$ cat src/rtl/core/fsvd_pkg.sv
// Shared types, constants and handshake structs of the frame sequencer.
`default_nettype none
package fsvd_pkg;

    localparam int MAX_FRAMES   = 16;
    localparam int MAX_ADVANCES = 64;

    localparam int FRAME_W = 4;
    localparam int COUNT_W = 5;
    localparam int MODE_W  = 3;
    localparam int TIME_W  = 32;
    localparam int DELAY_W = 16;
    localparam int STEP_W  = $clog2(MAX_ADVANCES + 1);
    localparam int CFG_IDX_W  = 2;
    localparam int CFG_DATA_W = 5;

    localparam logic [DELAY_W-1:0] RESET_DELAY = DELAY_W'(200);

    typedef enum logic [1:0] {
        OP_UPDATE   = 2'd0,
        OP_WRITE    = 2'd1,
        OP_SET_PLAY = 2'd2,
        OP_NONE     = 2'd3
    } fsvd_op_t;

    localparam logic [MODE_W-1:0] MODE_LOOP_FWD  = 3'd0;
    localparam logic [MODE_W-1:0] MODE_LOOP_BWD  = 3'd1;
    localparam logic [MODE_W-1:0] MODE_ONCE_FWD  = 3'd2;
    localparam logic [MODE_W-1:0] MODE_ONCE_BWD  = 3'd3;
    localparam logic [MODE_W-1:0] MODE_PING_PONG = 3'd4;

    localparam logic [CFG_IDX_W-1:0] CFG_FRAME_COUNT = 2'd0;
    localparam logic [CFG_IDX_W-1:0] CFG_PLAY_MODE   = 2'd1;

    typedef struct packed {
        logic [1:0]         opcode;
        logic [TIME_W-1:0]  now_ms;
        logic [FRAME_W-1:0] frame_index;
        logic [DELAY_W-1:0] delay_ms;
        logic               play_enable;
        logic               go_backward;
    } fsvd_in_t;

    typedef struct packed {
        logic [FRAME_W-1:0] frame;
        logic               playing;
        logic               backward;
        logic               write_rejected;
    } fsvd_out_t;

    typedef struct packed {
        logic capture;
        logic execute;
        logic advance;
        logic publish;
    } fsvd_cmd_t;

    typedef struct packed {
        logic run_loop;
        logic loop_end;
        logic out_free;
    } fsvd_status_t;

endpackage
`default_nettype wire

$ cat src/rtl/core/frame_sequencer_variable_delay_core.sv
// Top level of the frame sequencer with per-frame delays.
//
//  channel   direction  handshake             payload
//  in        input      in_valid / in_ready   in_data   (fsvd_in_t)
//  out       output     out_valid / out_ready out_data  (fsvd_out_t)
//  cfg       input      cfg_we                cfg_index, cfg_data
//
// One item at a time. A delay write, set-play or idle update passes through accept,
// execute and publish, and the result register loads at publish. A playing update
// of two or more frames adds loop steps before publish: one table read and compare
// per frame advance (at most MAX_ADVANCES), plus one closing compare unless the last
// advance ends a one-shot run.
// Reset loads frame count 1, loop-forward mode, frame 0 stopped and delay 200 in
// entry zero; all other entries clear. The result register frees the loop: a held
// output stalls only the finish of the next item, and input ready drops while an
// item is in flight.
`default_nettype none
module frame_sequencer_variable_delay_core
    import fsvd_pkg::*;
(
    input  wire logic                  clk,
    input  wire logic                  rst_n,
    input  wire logic                  in_valid,
    output logic                       in_ready,
    input  wire fsvd_in_t              in_data,
    output logic                       out_valid,
    input  wire logic                  out_ready,
    output fsvd_out_t                  out_data,
    input  wire logic                  cfg_we,
    input  wire logic [CFG_IDX_W-1:0]  cfg_index,
    input  wire logic [CFG_DATA_W-1:0] cfg_data
);

    fsvd_cmd_t    cmd;
    fsvd_status_t status;

    // sequence capture, execute, step loop and publish
    fsvd_ctrl u_ctrl (
        .clk      (clk),
        .rst_n    (rst_n),
        .in_valid (in_valid),
        .in_ready (in_ready),
        .status   (status),
        .cmd      (cmd)
    );

    // hold play state, time reference, delay table and the result register
    fsvd_datapath u_datapath (
        .clk       (clk),
        .rst_n     (rst_n),
        .in_data   (in_data),
        .cfg_we    (cfg_we),
        .cfg_index (cfg_index),
        .cfg_data  (cfg_data),
        .cmd       (cmd),
        .status    (status),
        .out_valid (out_valid),
        .out_ready (out_ready),
        .out_data  (out_data)
    );

endmodule
`default_nettype wire

$ cat src/rtl/core/fsvd_ctrl.sv
// Control state machine of the frame sequencer.
`default_nettype none
module fsvd_ctrl
    import fsvd_pkg::*;
(
    input  wire logic         clk,
    input  wire logic         rst_n,
    input  wire logic         in_valid,
    output logic              in_ready,
    input  wire fsvd_status_t status,
    output fsvd_cmd_t         cmd
);

    typedef enum logic [3:0] {
        S_IDLE = 4'b0001,
        S_EXEC = 4'b0010,
        S_LOOP = 4'b0100,
        S_DONE = 4'b1000
    } state_t;

    state_t state_reg;
    state_t state_next;

    always_comb
    begin
        state_next  = state_reg;
        cmd         = '0;
        in_ready    = 1'b0;
        case (state_reg)
            S_IDLE:
            begin
                in_ready = 1'b1;
                if (in_valid)
                begin
                    cmd.capture = 1'b1;
                    state_next  = S_EXEC;
                end
            end
            S_EXEC:
            begin
                cmd.execute = 1'b1;
                state_next  = status.run_loop ? S_LOOP : S_DONE;
            end
            S_LOOP:
            begin
                cmd.advance = 1'b1;
                if (status.loop_end)
                begin
                    state_next = S_DONE;
                end
            end
            S_DONE:
            begin
                // hold the result until the output slot frees up
                if (status.out_free)
                begin
                    cmd.publish = 1'b1;
                    state_next  = S_IDLE;
                end
            end
            default:
            begin
                state_next = S_IDLE;
            end
        endcase
    end

    always_ff @(posedge clk or negedge rst_n)
    begin
        if (!rst_n)
        begin
            state_reg <= S_IDLE;
        end
        else
        begin
            state_reg <= state_next;
        end
    end

endmodule
`default_nettype wire

$ cat src/rtl/core/fsvd_datapath.sv
// Datapath of the frame sequencer: state, delay table, stepping and output register.
`default_nettype none
module fsvd_datapath
    import fsvd_pkg::*;
(
    input  wire logic                  clk,
    input  wire logic                  rst_n,
    input  wire fsvd_in_t              in_data,
    input  wire logic                  cfg_we,
    input  wire logic [CFG_IDX_W-1:0]  cfg_index,
    input  wire logic [CFG_DATA_W-1:0] cfg_data,
    input  wire fsvd_cmd_t             cmd,
    output fsvd_status_t               status,
    output logic                       out_valid,
    input  wire logic                  out_ready,
    output fsvd_out_t                  out_data
);

    fsvd_in_t           item_reg;
    logic [FRAME_W-1:0] frame_reg,    frame_next;
    logic               playing_reg,  playing_next;
    logic               backward_reg, backward_next;
    logic [TIME_W-1:0]  tref_reg,     tref_next;
    logic [TIME_W-1:0]  diff_reg,     diff_next;
    logic [STEP_W-1:0]  steps_reg,    steps_next;
    logic               rej_reg,      rej_next;
    logic [COUNT_W-1:0] count_reg;
    logic [MODE_W-1:0]  mode_reg;
    logic               out_valid_reg;
    fsvd_out_t          out_data_reg;
    logic [DELAY_W-1:0] table_reg [MAX_FRAMES];

    logic [COUNT_W-1:0] used_n;
    logic [MODE_W-1:0]  mode_eff;
    logic [DELAY_W-1:0] cur_delay;
    logic [TIME_W-1:0]  delay_ext;
    logic               go;
    logic               past_top;
    logic               past_bottom;
    logic [FRAME_W-1:0] step_frame;
    logic               step_back;
    logic               step_play;
    logic [FRAME_W-1:0] last_frame;
    logic               write_hit;

    assign used_n     = (count_reg > COUNT_W'(MAX_FRAMES)) ? COUNT_W'(MAX_FRAMES) : count_reg;
    assign last_frame = FRAME_W'(used_n - 1'b1);
    assign mode_eff   = (mode_reg > MODE_PING_PONG) ? MODE_LOOP_FWD : mode_reg;
    assign cur_delay  = (table_reg[frame_reg] == '0) ? DELAY_W'(1) : table_reg[frame_reg];
    assign delay_ext  = TIME_W'(cur_delay);
    assign go         = (diff_reg >= delay_ext) && (steps_reg != STEP_W'(MAX_ADVANCES));

    // one frame in the current direction, then apply the mode at the ends
    always_comb
    begin
        past_top    = 1'b0;
        past_bottom = 1'b0;
        step_frame  = frame_reg;
        step_back   = backward_reg;
        step_play   = playing_reg;
        if (backward_reg)
        begin
            if (frame_reg == '0)
                past_bottom = 1'b1;
            else
                step_frame = frame_reg - 1'b1;
        end
        else
        begin
            if ((COUNT_W'(frame_reg) + 1'b1) >= used_n)
                past_top = 1'b1;
            else
                step_frame = frame_reg + 1'b1;
        end
        if (mode_eff == MODE_PING_PONG)
        begin
            if (past_top)
            begin
                step_frame = FRAME_W'(used_n - COUNT_W'(2));
                step_back  = 1'b1;
            end
            else if (past_bottom)
            begin
                step_frame = FRAME_W'(1);
                step_back  = 1'b0;
            end
        end
        else
        begin
            if (past_top)
                step_frame = '0;
            else if (past_bottom)
                step_frame = last_frame;
            if ((mode_eff == MODE_ONCE_FWD || mode_eff == MODE_ONCE_BWD)
                && (past_top || past_bottom))
                step_play = 1'b0;
        end
    end

    assign status.run_loop = (item_reg.opcode == OP_UPDATE) && (used_n >= COUNT_W'(2))
                             && playing_reg;
    assign status.loop_end = !go || !step_play;
    assign status.out_free = !out_valid_reg || out_ready;

    assign write_hit = cmd.execute && (item_reg.opcode == OP_WRITE)
                       && (COUNT_W'(item_reg.frame_index) < used_n);

    always_comb
    begin
        frame_next    = frame_reg;
        playing_next  = playing_reg;
        backward_next = backward_reg;
        tref_next     = tref_reg;
        diff_next     = diff_reg;
        steps_next    = steps_reg;
        rej_next      = rej_reg;
        if (cmd.execute)
        begin
            rej_next = 1'b0;
            case (item_reg.opcode)
                OP_UPDATE:
                begin
                    if (!status.run_loop)
                    begin
                        tref_next = item_reg.now_ms;
                    end
                    else
                    begin
                        if (COUNT_W'(frame_reg) >= used_n)
                            frame_next = last_frame;
                        diff_next  = item_reg.now_ms - tref_reg;
                        steps_next = '0;
                    end
                end
                OP_WRITE:
                begin
                    rej_next = !write_hit;
                end
                OP_SET_PLAY:
                begin
                    if (COUNT_W'(item_reg.frame_index) >= used_n)
                        frame_next = (used_n == '0) ? '0 : last_frame;
                    else
                        frame_next = item_reg.frame_index;
                    playing_next  = item_reg.play_enable;
                    backward_next = item_reg.go_backward;
                    tref_next     = item_reg.now_ms;
                end
                default:
                begin
                    rej_next = 1'b0;
                end
            endcase
        end
        else if (cmd.advance)
        begin
            if (go)
            begin
                frame_next    = step_frame;
                backward_next = step_back;
                playing_next  = step_play;
                tref_next     = tref_reg + delay_ext;
                diff_next     = diff_reg - delay_ext;
                steps_next    = steps_reg + 1'b1;
            end
            else if ((steps_reg == STEP_W'(MAX_ADVANCES)) && playing_reg)
            begin
                // advance bound hit while still playing: resync to now
                tref_next = item_reg.now_ms;
            end
        end
    end

    always_ff @(posedge clk)
    begin
        if (cmd.capture)
        begin
            item_reg <= in_data;
        end
        diff_reg  <= diff_next;
        steps_reg <= steps_next;
        if (cmd.publish)
        begin
            out_data_reg.frame          <= frame_reg;
            out_data_reg.playing        <= playing_reg;
            out_data_reg.backward       <= backward_reg;
            out_data_reg.write_rejected <= rej_reg;
        end
    end

    always_ff @(posedge clk or negedge rst_n)
    begin
        if (!rst_n)
        begin
            frame_reg     <= '0;
            playing_reg   <= 1'b0;
            backward_reg  <= 1'b0;
            tref_reg      <= '0;
            rej_reg       <= 1'b0;
            count_reg     <= COUNT_W'(1);
            mode_reg      <= MODE_LOOP_FWD;
            out_valid_reg <= 1'b0;
            for (int i = 0; i < MAX_FRAMES; i++)
            begin
                table_reg[i] <= (i == 0) ? RESET_DELAY : '0;
            end
        end
        else
        begin
            frame_reg    <= frame_next;
            playing_reg  <= playing_next;
            backward_reg <= backward_next;
            tref_reg     <= tref_next;
            rej_reg      <= rej_next;
            if (cfg_we && cfg_index == CFG_FRAME_COUNT)
                count_reg <= cfg_data[COUNT_W-1:0];
            if (cfg_we && cfg_index == CFG_PLAY_MODE)
                mode_reg <= cfg_data[MODE_W-1:0];
            if (write_hit)
                table_reg[item_reg.frame_index] <= item_reg.delay_ms;
            if (cmd.publish)
                out_valid_reg <= 1'b1;
            else if (out_ready)
                out_valid_reg <= 1'b0;
        end
    end

    assign out_valid = out_valid_reg;
    assign out_data  = out_data_reg;

endmodule
`default_nettype wire
$ cat config.mk
export PLATFORM = sky130hd
export DESIGN_NAME = frame_sequencer_variable_delay_core
export DESIGN_NICKNAME = d
export VERILOG_FILES = /design/src/rtl/core/fsvd_pkg.sv /design/src/rtl/core/frame_sequencer_variable_delay_core.sv /design/src/rtl/core/fsvd_ctrl.sv /design/src/rtl/core/fsvd_datapath.sv
export SDC_FILE = /design/constraint.sdc
export NUM_CORES = 1
export LEC_CHECK = 0
export ABC_AREA = 1
export BUFFER_PORTS_ARGS = -buffer_cell sky130_fd_sc_hd__clkbuf_2
export CORE_AREA = 2 2 248 250
export DETAILED_ROUTE_END_ITERATION = 7
export DIE_AREA = 0 0 250 252
export PLACE_DENSITY_LB_ADDON = 0.05
export SLEW_MARGIN = 15
export SYNTH_ARGS = -nofsm -noshare
export SYNTH_HDL_FRONTEND = slang
export SYNTH_SLANG_ARGS = --single-unit
$ cat constraint.sdc
create_clock -name clk -period 7.75 [get_ports clk]
set_clock_uncertainty 0.1 [all_clocks]
set_input_delay 0.775 -clock clk [delete_from_list [all_inputs] [get_ports clk]]
set_output_delay 0.775 -clock clk [all_outputs]
set_load 0.02 [all_outputs]
==> impl_metrics.tcl, run 1 <==
set metrics [dict create \
    status "complete, no violations" \
    path_clk_slew_ns 0.06 \
    tightest_slew_ns 1.010 \
    crit_chain "clkinv_2 > buf_4 > o21ai_0 > o21ai_0 > nand2_1 > nand2_1 > inv_1 > nand2_1 > nor2_1 > nand2_1 > nor2_1 > nand2_1 > nand2_1 > ha_1 > fa_1 > o21ai_1 > nand3_1 > nand2_1 > nand2_1 > nand3_2 > nand2_4 > nand2_1 > and3_2" \
    critPathMaxFanout 80 \
    gp_congestion 0.9078 \
    cts_buffers 49 \
    die_area_um2 63000 \
    grt_pass1_vias 20380 \
    synth_top_area_cell "dfrtp_1" \
    first_pass_iters 6 \
    syn_inst 3213 \
    nets 3393 \
    n_fill_cell 6265 \
    grt_setup_unrepaired "false" \
    hold_violations 0 \
    ys_seq_elements 410 \
    place_ws_ns 1.776 \
    ys_seq_area_share_pct 45.23 \
    coreArea_um2 60130 \
    power_leakage_nw 12.61 \
    hold_slack_ns 0.03951 \
    synthTopCellsByArea "dfrtp_1, nand2_1, edfxtp_1" \
    ys_async_sr_fraction_pct 75.12 \
    yosysUniqueCellTypes 47 \
    htree_levels 2 \
    boundaryPins 77 \
    syn-num-nets 3369 \
    grt_pass1_wl_um 118500 \
    slew_headroom_pct 32.66 \
    postCtsSetupRepairBufs 0 \
    fin_crit_ns 5.953 \
    cts.repair.resized 0 \
    cts_max_path_buffers 3 \
    period_share_pct 76.81 \
    synth_ff_type "dfrtp_1" \
    antenna_found_initial 0 \
    power_density_nw_per_um2 403.1 \
    cp-end-kind "flop" \
    cts_sinks 410 \
    worst_ep_required_time_ns 7.87 \
    track_usage_pct 24.00 \
    post_drt_wl_per_cell_um 18.68 \
    peakVddDrop_mv 0.2111 \
    cts_hold_buf 0 \
    finalMaxSlewViolations 0 \
    largest_register_ffs 256 \
    critPathSlowestCell "and3_2" \
    worstPathArrival_ns 6.07 \
    netlist_area_um2 23830 \
    cpMostUsedCell "nand2_1" \
    synth_top_area_share_pct 31.82 \
    vias 21160 \
    tns_ns 0 \
    dp_hpwl_um 52260 \
    dieHeight_um 252 \
    instances_no_fill 4058 \
    drt-total-wl_um 75810 \
    met2_length_um 35750 \
    grt_max_degree 173 \
    rows 90 \
    met1_length_um 34410 \
    drc 0 \
    syn_avg_cell_area_um2 7.416 \
    ant_nets 0 \
    routed_via_density 5.213 \
    clk_latency_ns 0.61 \
    grt-ovfl-total 0 \
    root_buffer "clkbuf_16" \
    setup_viol 0 \
    max_freq_mhz 168.0 \
    tritoncts "done" \
    critPathMaxStageDelay_ns 0.84 \
    hp-class "in2async" \
    fin_ws_ns 1.797 \
    cap_violations 0 \
    crit_type "reg2reg" \
    place_inst 3968 \
    die_w_um 250 \
    area_delta_synth_final_pct 11.07 \
    synth_edf_count 102 \
    route.met3.wl_um 3240 \
    worstSetupStartpointType "flop" \
    antenna_cells 0 \
    io_buffer_count 76 \
    drive_gt1_share_pct 6.471 \
    seqCellArea_um2 10780 \
    initial_core_util_pct 39.63 \
    top_layer_used "met4" \
    multi_input_area_um2 11210 \
    first_iter_violations 1482 \
    yosysWarnings 0 \
]
-- power breakdown --
part	internal (mW)	total (mW)	leakage, nW	switching (mW)
logic	1.65	5.20	6.67	3.55
registers	2.74	3.15	5.15	0.405
clock network	1.36	2.32	0.790	0.964
total	5.75	10.7	12.6	4.92
-- final timing paths --
check,slack [ns],endpoint,cells after the start,startpoint
setup / recovery,1.80,u_datapath.diff_reg[21],23,u_datapath.frame_reg[0]
hold / removal,0.04,u_ctrl.state_reg[1],1,rst_n
setup reg to reg,1.80,u_datapath.diff_reg[21],23,u_datapath.frame_reg[0]
hold reg to reg,0.35,u_datapath.out_data[0],0,u_datapath.rej_reg
max in group asynchronous,5.93,u_datapath.table_reg[242],2,rst_n
min in group clk,0.24,u_datapath.item_reg[29],1,in_data[29]
-- cell type report --
cell class                      count  share of cell area (%)
Multi-Input combinational cell   2341                   42.37
Timing Repair Buffer              109                   2.506
Clock inverter                     15                  0.5909
Tap cell                          782                   3.697
Sequential cell                   410                   40.75
Inverter                          326                   4.628
Clock buffer                       75                   5.465
-- critical path, delay by kind of cell, from the launching register on --
kind | cells | cell delay (ns)
AO/OA/AOI/OAI | 3 | 0.55
buffers and inverters | 3 | 0.93
flip-flops | 1 | 0.79
adder cells (fa/ha/maj) | 2 | 0.66
AND/OR/NAND/NOR | 15 | 2.39
-- logic make-up (layout without fill, tap and decap cells) --
kind of cell	Yosys count	after routing	synth area share, %
adders and majority gates	88	88	4.715
AOI/OAI and AO/OA	639	639	14.06
and+or+nand+nor	1576	1576	26.84
DFF	410	410	45.23
xor gates and xnor gates	36	36	1.323
muxes	2	2	0.08402
buffers and inverters	462	525	7.745
-- through the flow --
| stage | total power [mW] | cell area (um2) | utilization [%] |
|---|---|---|---|
| after floorplan | 6.738 | 23830 | - |
| after global placement | 8.354 | 24860 | 41.35 |
| after global routing | 11.57 | 26470 | 44.01 |
| after detailed placement | 8.384 | 24860 | 41.35 |
| final | 10.67 | 26470 | 44.01 |
| after CTS | 10.76 | 26470 | 44.01 |
-- synth_stat cells (5+ instances only) --
master    number
a21o_1         7
a21oi_1       99
buf_1          5
buf_2         55
buf_4          7
clkbuf_1      66
dfrtp_1      303
dfstp_2        5
edfxtp_1     102
ha_1          85
inv_1        321
nand2_1      994
nand3_1      168
nand3b_1       5
nand4_1       40
nor2_1       314
nor3_1        20
nor4_1        10
o211ai_1      23
o21a_1         6
o21ai_0      449
o21ai_1       27
o21bai_1      10
o22ai_1       12
xnor2_1        5
xor2_1        31
-- cell usage in the layout (no fill, tap or decap), types with 27 or more instances in the layout --
cell,synthesis,layout
ha_1,85,85
o21ai_1,27,27
inv_1,321,320
nand4_1,40,40
edfxtp_1,102,102
buf_4,7,31
o21ai_0,449,449
a21oi_1,99,99
clkbuf_2,1,75
nand2_1,994,994
dfrtp_1,303,301
xor2_1,31,31
nand3_1,168,168
nor2_1,314,314
clkbuf_16,0,51
-- per-layer routing --
layer / vias to the layer above / GRT usage (%)
met2: 527 / 40.33
met1: 10000 / 32.22
met4: 0 / 8.452
li1: 10510 / -
met3: 113 / 2.600
met5: - / 0
(Power assumes the default switching activity.)
==> run 2, diff against run 1 <==
==> constraint.sdc (replaced) <==
create_clock -name clk -period 5.7 [get_ports clk]
set_clock_uncertainty 0.1 [all_clocks]
set_input_delay 0.57 -clock clk [delete_from_list [all_inputs] [get_ports clk]]
set_output_delay 0.57 -clock clk [all_outputs]
set_load 0.02 [all_outputs]
==> run 2 against run 1 <==
  * Cell count up 0.76%
  * Clock power rose by 43%
  * Sequential power increased by 32%
  * Die area unchanged
  * First-iteration DRC count rose by 4.7%
  * Register-to-register slack got worse by 1.1 ns
  * Sequential share of layout area down 0.64 points
  * Combinational power grew 41%
  * Critical path depth rose by 1
  * Design area rose by 1.6%
  * Highest routed layer unchanged
==> impl_metrics.tcl, run 2 (synthesis results as in run 1) <==
set metrics [dict create \
    route.met3.wl_um 3255 \
    slew_headroom_pct 47.31 \
    cts_buffers 50 \
    htree_levels 2 \
    dieHeight_um 252 \
    tns_ns 0 \
    finalMaxSlewViolations 0 \
    status "complete, no violations" \
    die_area_um2 63000 \
    top_layer_used "met4" \
    hold_violations 0 \
    track_usage_pct 24.29 \
    place_ws_ns 0.7774 \
    swShare_pct 45.61 \
    total_power_mw 14.81 \
    drc 0 \
    critPathMaxFanout 51 \
    fin_ws_ns 0.7042 \
    grt_pass1_vias 20470 \
    clk_latency_ns 0.62 \
    routed_via_density 5.205 \
    ant_nets 0 \
    first_pass_iters 5 \
    worstPathArrival_ns 5.19 \
    final_common_cell "nand2_1" \
    cts_sinks 410 \
    comb_power_share_pct 49.5 \
    drive_gt1_share_pct 6.894 \
    boundaryPins 77 \
    dp_hpwl_um 53020 \
    min_path_cells 1 \
    crit_type "reg2reg" \
    vias 21280 \
    rows 90 \
    drt-total-wl_um 76410 \
    p_clk_share_pct 22.3 \
    area_delta_synth_final_pct 12.86 \
    power.internal_mw 8.056 \
    die_w_um 250 \
    worstSetupStartpointType "flop" \
    power_leakage_nw 12.80 \
    period_share_pct 87.65 \
    rr_worst_depth 24 \
    power.switching_mw 6.757 \
    cp-end-kind "flop" \
    coreArea_um2 60130 \
    grt-ovfl-total 0 \
    pwr-share-seq_pct 28.2 \
    path_clk_slew_ns 0.06 \
    cap_violations 0 \
    power_density_nw_per_um2 550.8 \
    antenna_found_initial 0 \
    antenna_cells 0 \
    post_drt_wl_per_cell_um 18.69 \
    layout_common_cells "nand2_1, o21ai_0, inv_1" \
    met2_length_um 36550 \
    tightest_slew_ns 0.7894 \
    max_freq_mhz 200.2 \
    worst_ep_required_time_ns 5.89 \
    grt_pass1_wl_um 119700 \
    io_buffer_count 76 \
    largest_register_ffs 256 \
    grt_max_degree 114 \
    grt_setup_unrepaired "false" \
    root_buffer "clkbuf_16" \
    cts_max_path_buffers 3 \
    first_iter_violations 1551 \
    initial_core_util_pct 39.63 \
    setup_viol 0 \
    tritoncts "done" \
    hp-class "in2reg" \
    nets 3423 \
    met1_length_um 34340 \
    fin_crit_ns 4.996 \
    gp_congestion 0.8906 \
    peakVddDrop_mv 0.3025 \
]
run 2: changes by cell type in the layout (fill, tap and decap cells not counted), moves of 2 or more:
cell,before,now
clkinv_16,0,2
bufinv_16,2,5
buf_12,2,7
clkbuf_1,16,18
inv_16,2,0
buf_4,31,40
dlygate4sd3_1,0,15
clkinv_2,10,7
run 2: final cells by class:
class	instances	area, um2
fillers	6195	33240
flip-flops and latches	410	10780
clock buffers	77	1443
clock inverters	15	256.5
well taps	782	978.4
multi-input cells	2341	11220
inverters	326	1225
repair buffers	138	980.9
run 2: worst paths after layout:
kind                                                   to  slack [ns]                    start
max in group asynchronous       u_datapath.table_reg[206]        3.95                    rst_n
worst max-delay path               u_datapath.diff_reg[4]        0.70  u_datapath.frame_reg[0]
min in group asynchronous          u_datapath.playing_reg        0.45                    rst_n
worst min-delay path              u_datapath.item_reg[25]        0.03              in_data[25]
worst max register to register     u_datapath.diff_reg[4]        0.70  u_datapath.frame_reg[0]
worst min register to register     u_datapath.out_data[0]        0.35       u_datapath.rej_reg
run 2: power groups by stage:
stage	registers (mW)	clock network [mW]	logic (mW)
after detailed placement	4.21	0	7.32
final	4.17	3.31	7.33
after CTS	4.17	3.41	7.37
after global placement	4.21	0	7.29
after floorplan	4.05	0	5.11
after global routing	4.24	3.51	8.28
run 2: worst max-delay path, stage by stage (launching register included):
cell and delay [ns]:
dfrtp_4 0.50, clkinv_2 0.22, buf_12 0.27, nor2_1 0.06
o21ai_0 0.20, nand2_1 0.07, nand2_1 0.09, inv_1 0.04
nand2_1 0.31, nor2_1 0.09, nand2_1 0.08, nor2_1 0.04
nand2_1 0.05, nand2_1 0.08, ha_1 0.21, fa_1 0.44
o21ai_1 0.21, nand3_1 0.11, nand2_1 0.18, nand2_1 0.15
nand3_2 0.12, nand2_4 0.08, nand2_1 0.12, and3_2 0.52
buf_12 0.25
run 2: through the flow:
stage | instances | hold WS [ns] | area [um2] | util (%)
floorplan | 3213 | 0.1744 | 23830 | -
global placement | 3982 | 0.3354 | 25040 | 41.64
detailed placement | 3982 | 0.3360 | 25040 | 41.64
CTS | 4089 | 0.0007530 | 26890 | 44.72
global route | 4089 | 0.01063 | 26890 | 44.72
finish | 4089 | 0.02682 | 26890 | 44.72
run 2: per-layer routing:
| layer | track usage (%) | up-vias |
|---|---|---|
| met5 | 0 | - |
| met4 | 7.579 | 0 |
| met3 | 2.775 | 116 |
| met2 | 41.25 | 495 |
| met1 | 32.55 | 10100 |
| li1 | - | 10570 |
run 2: what timing repair did:
action,in CTS,in global routing
setup buffers,0,0
endpoints found under the setup margin,0,0
hold endpoints to repair,83,0
gates resized for setup,0,0
hold buffers,15,0
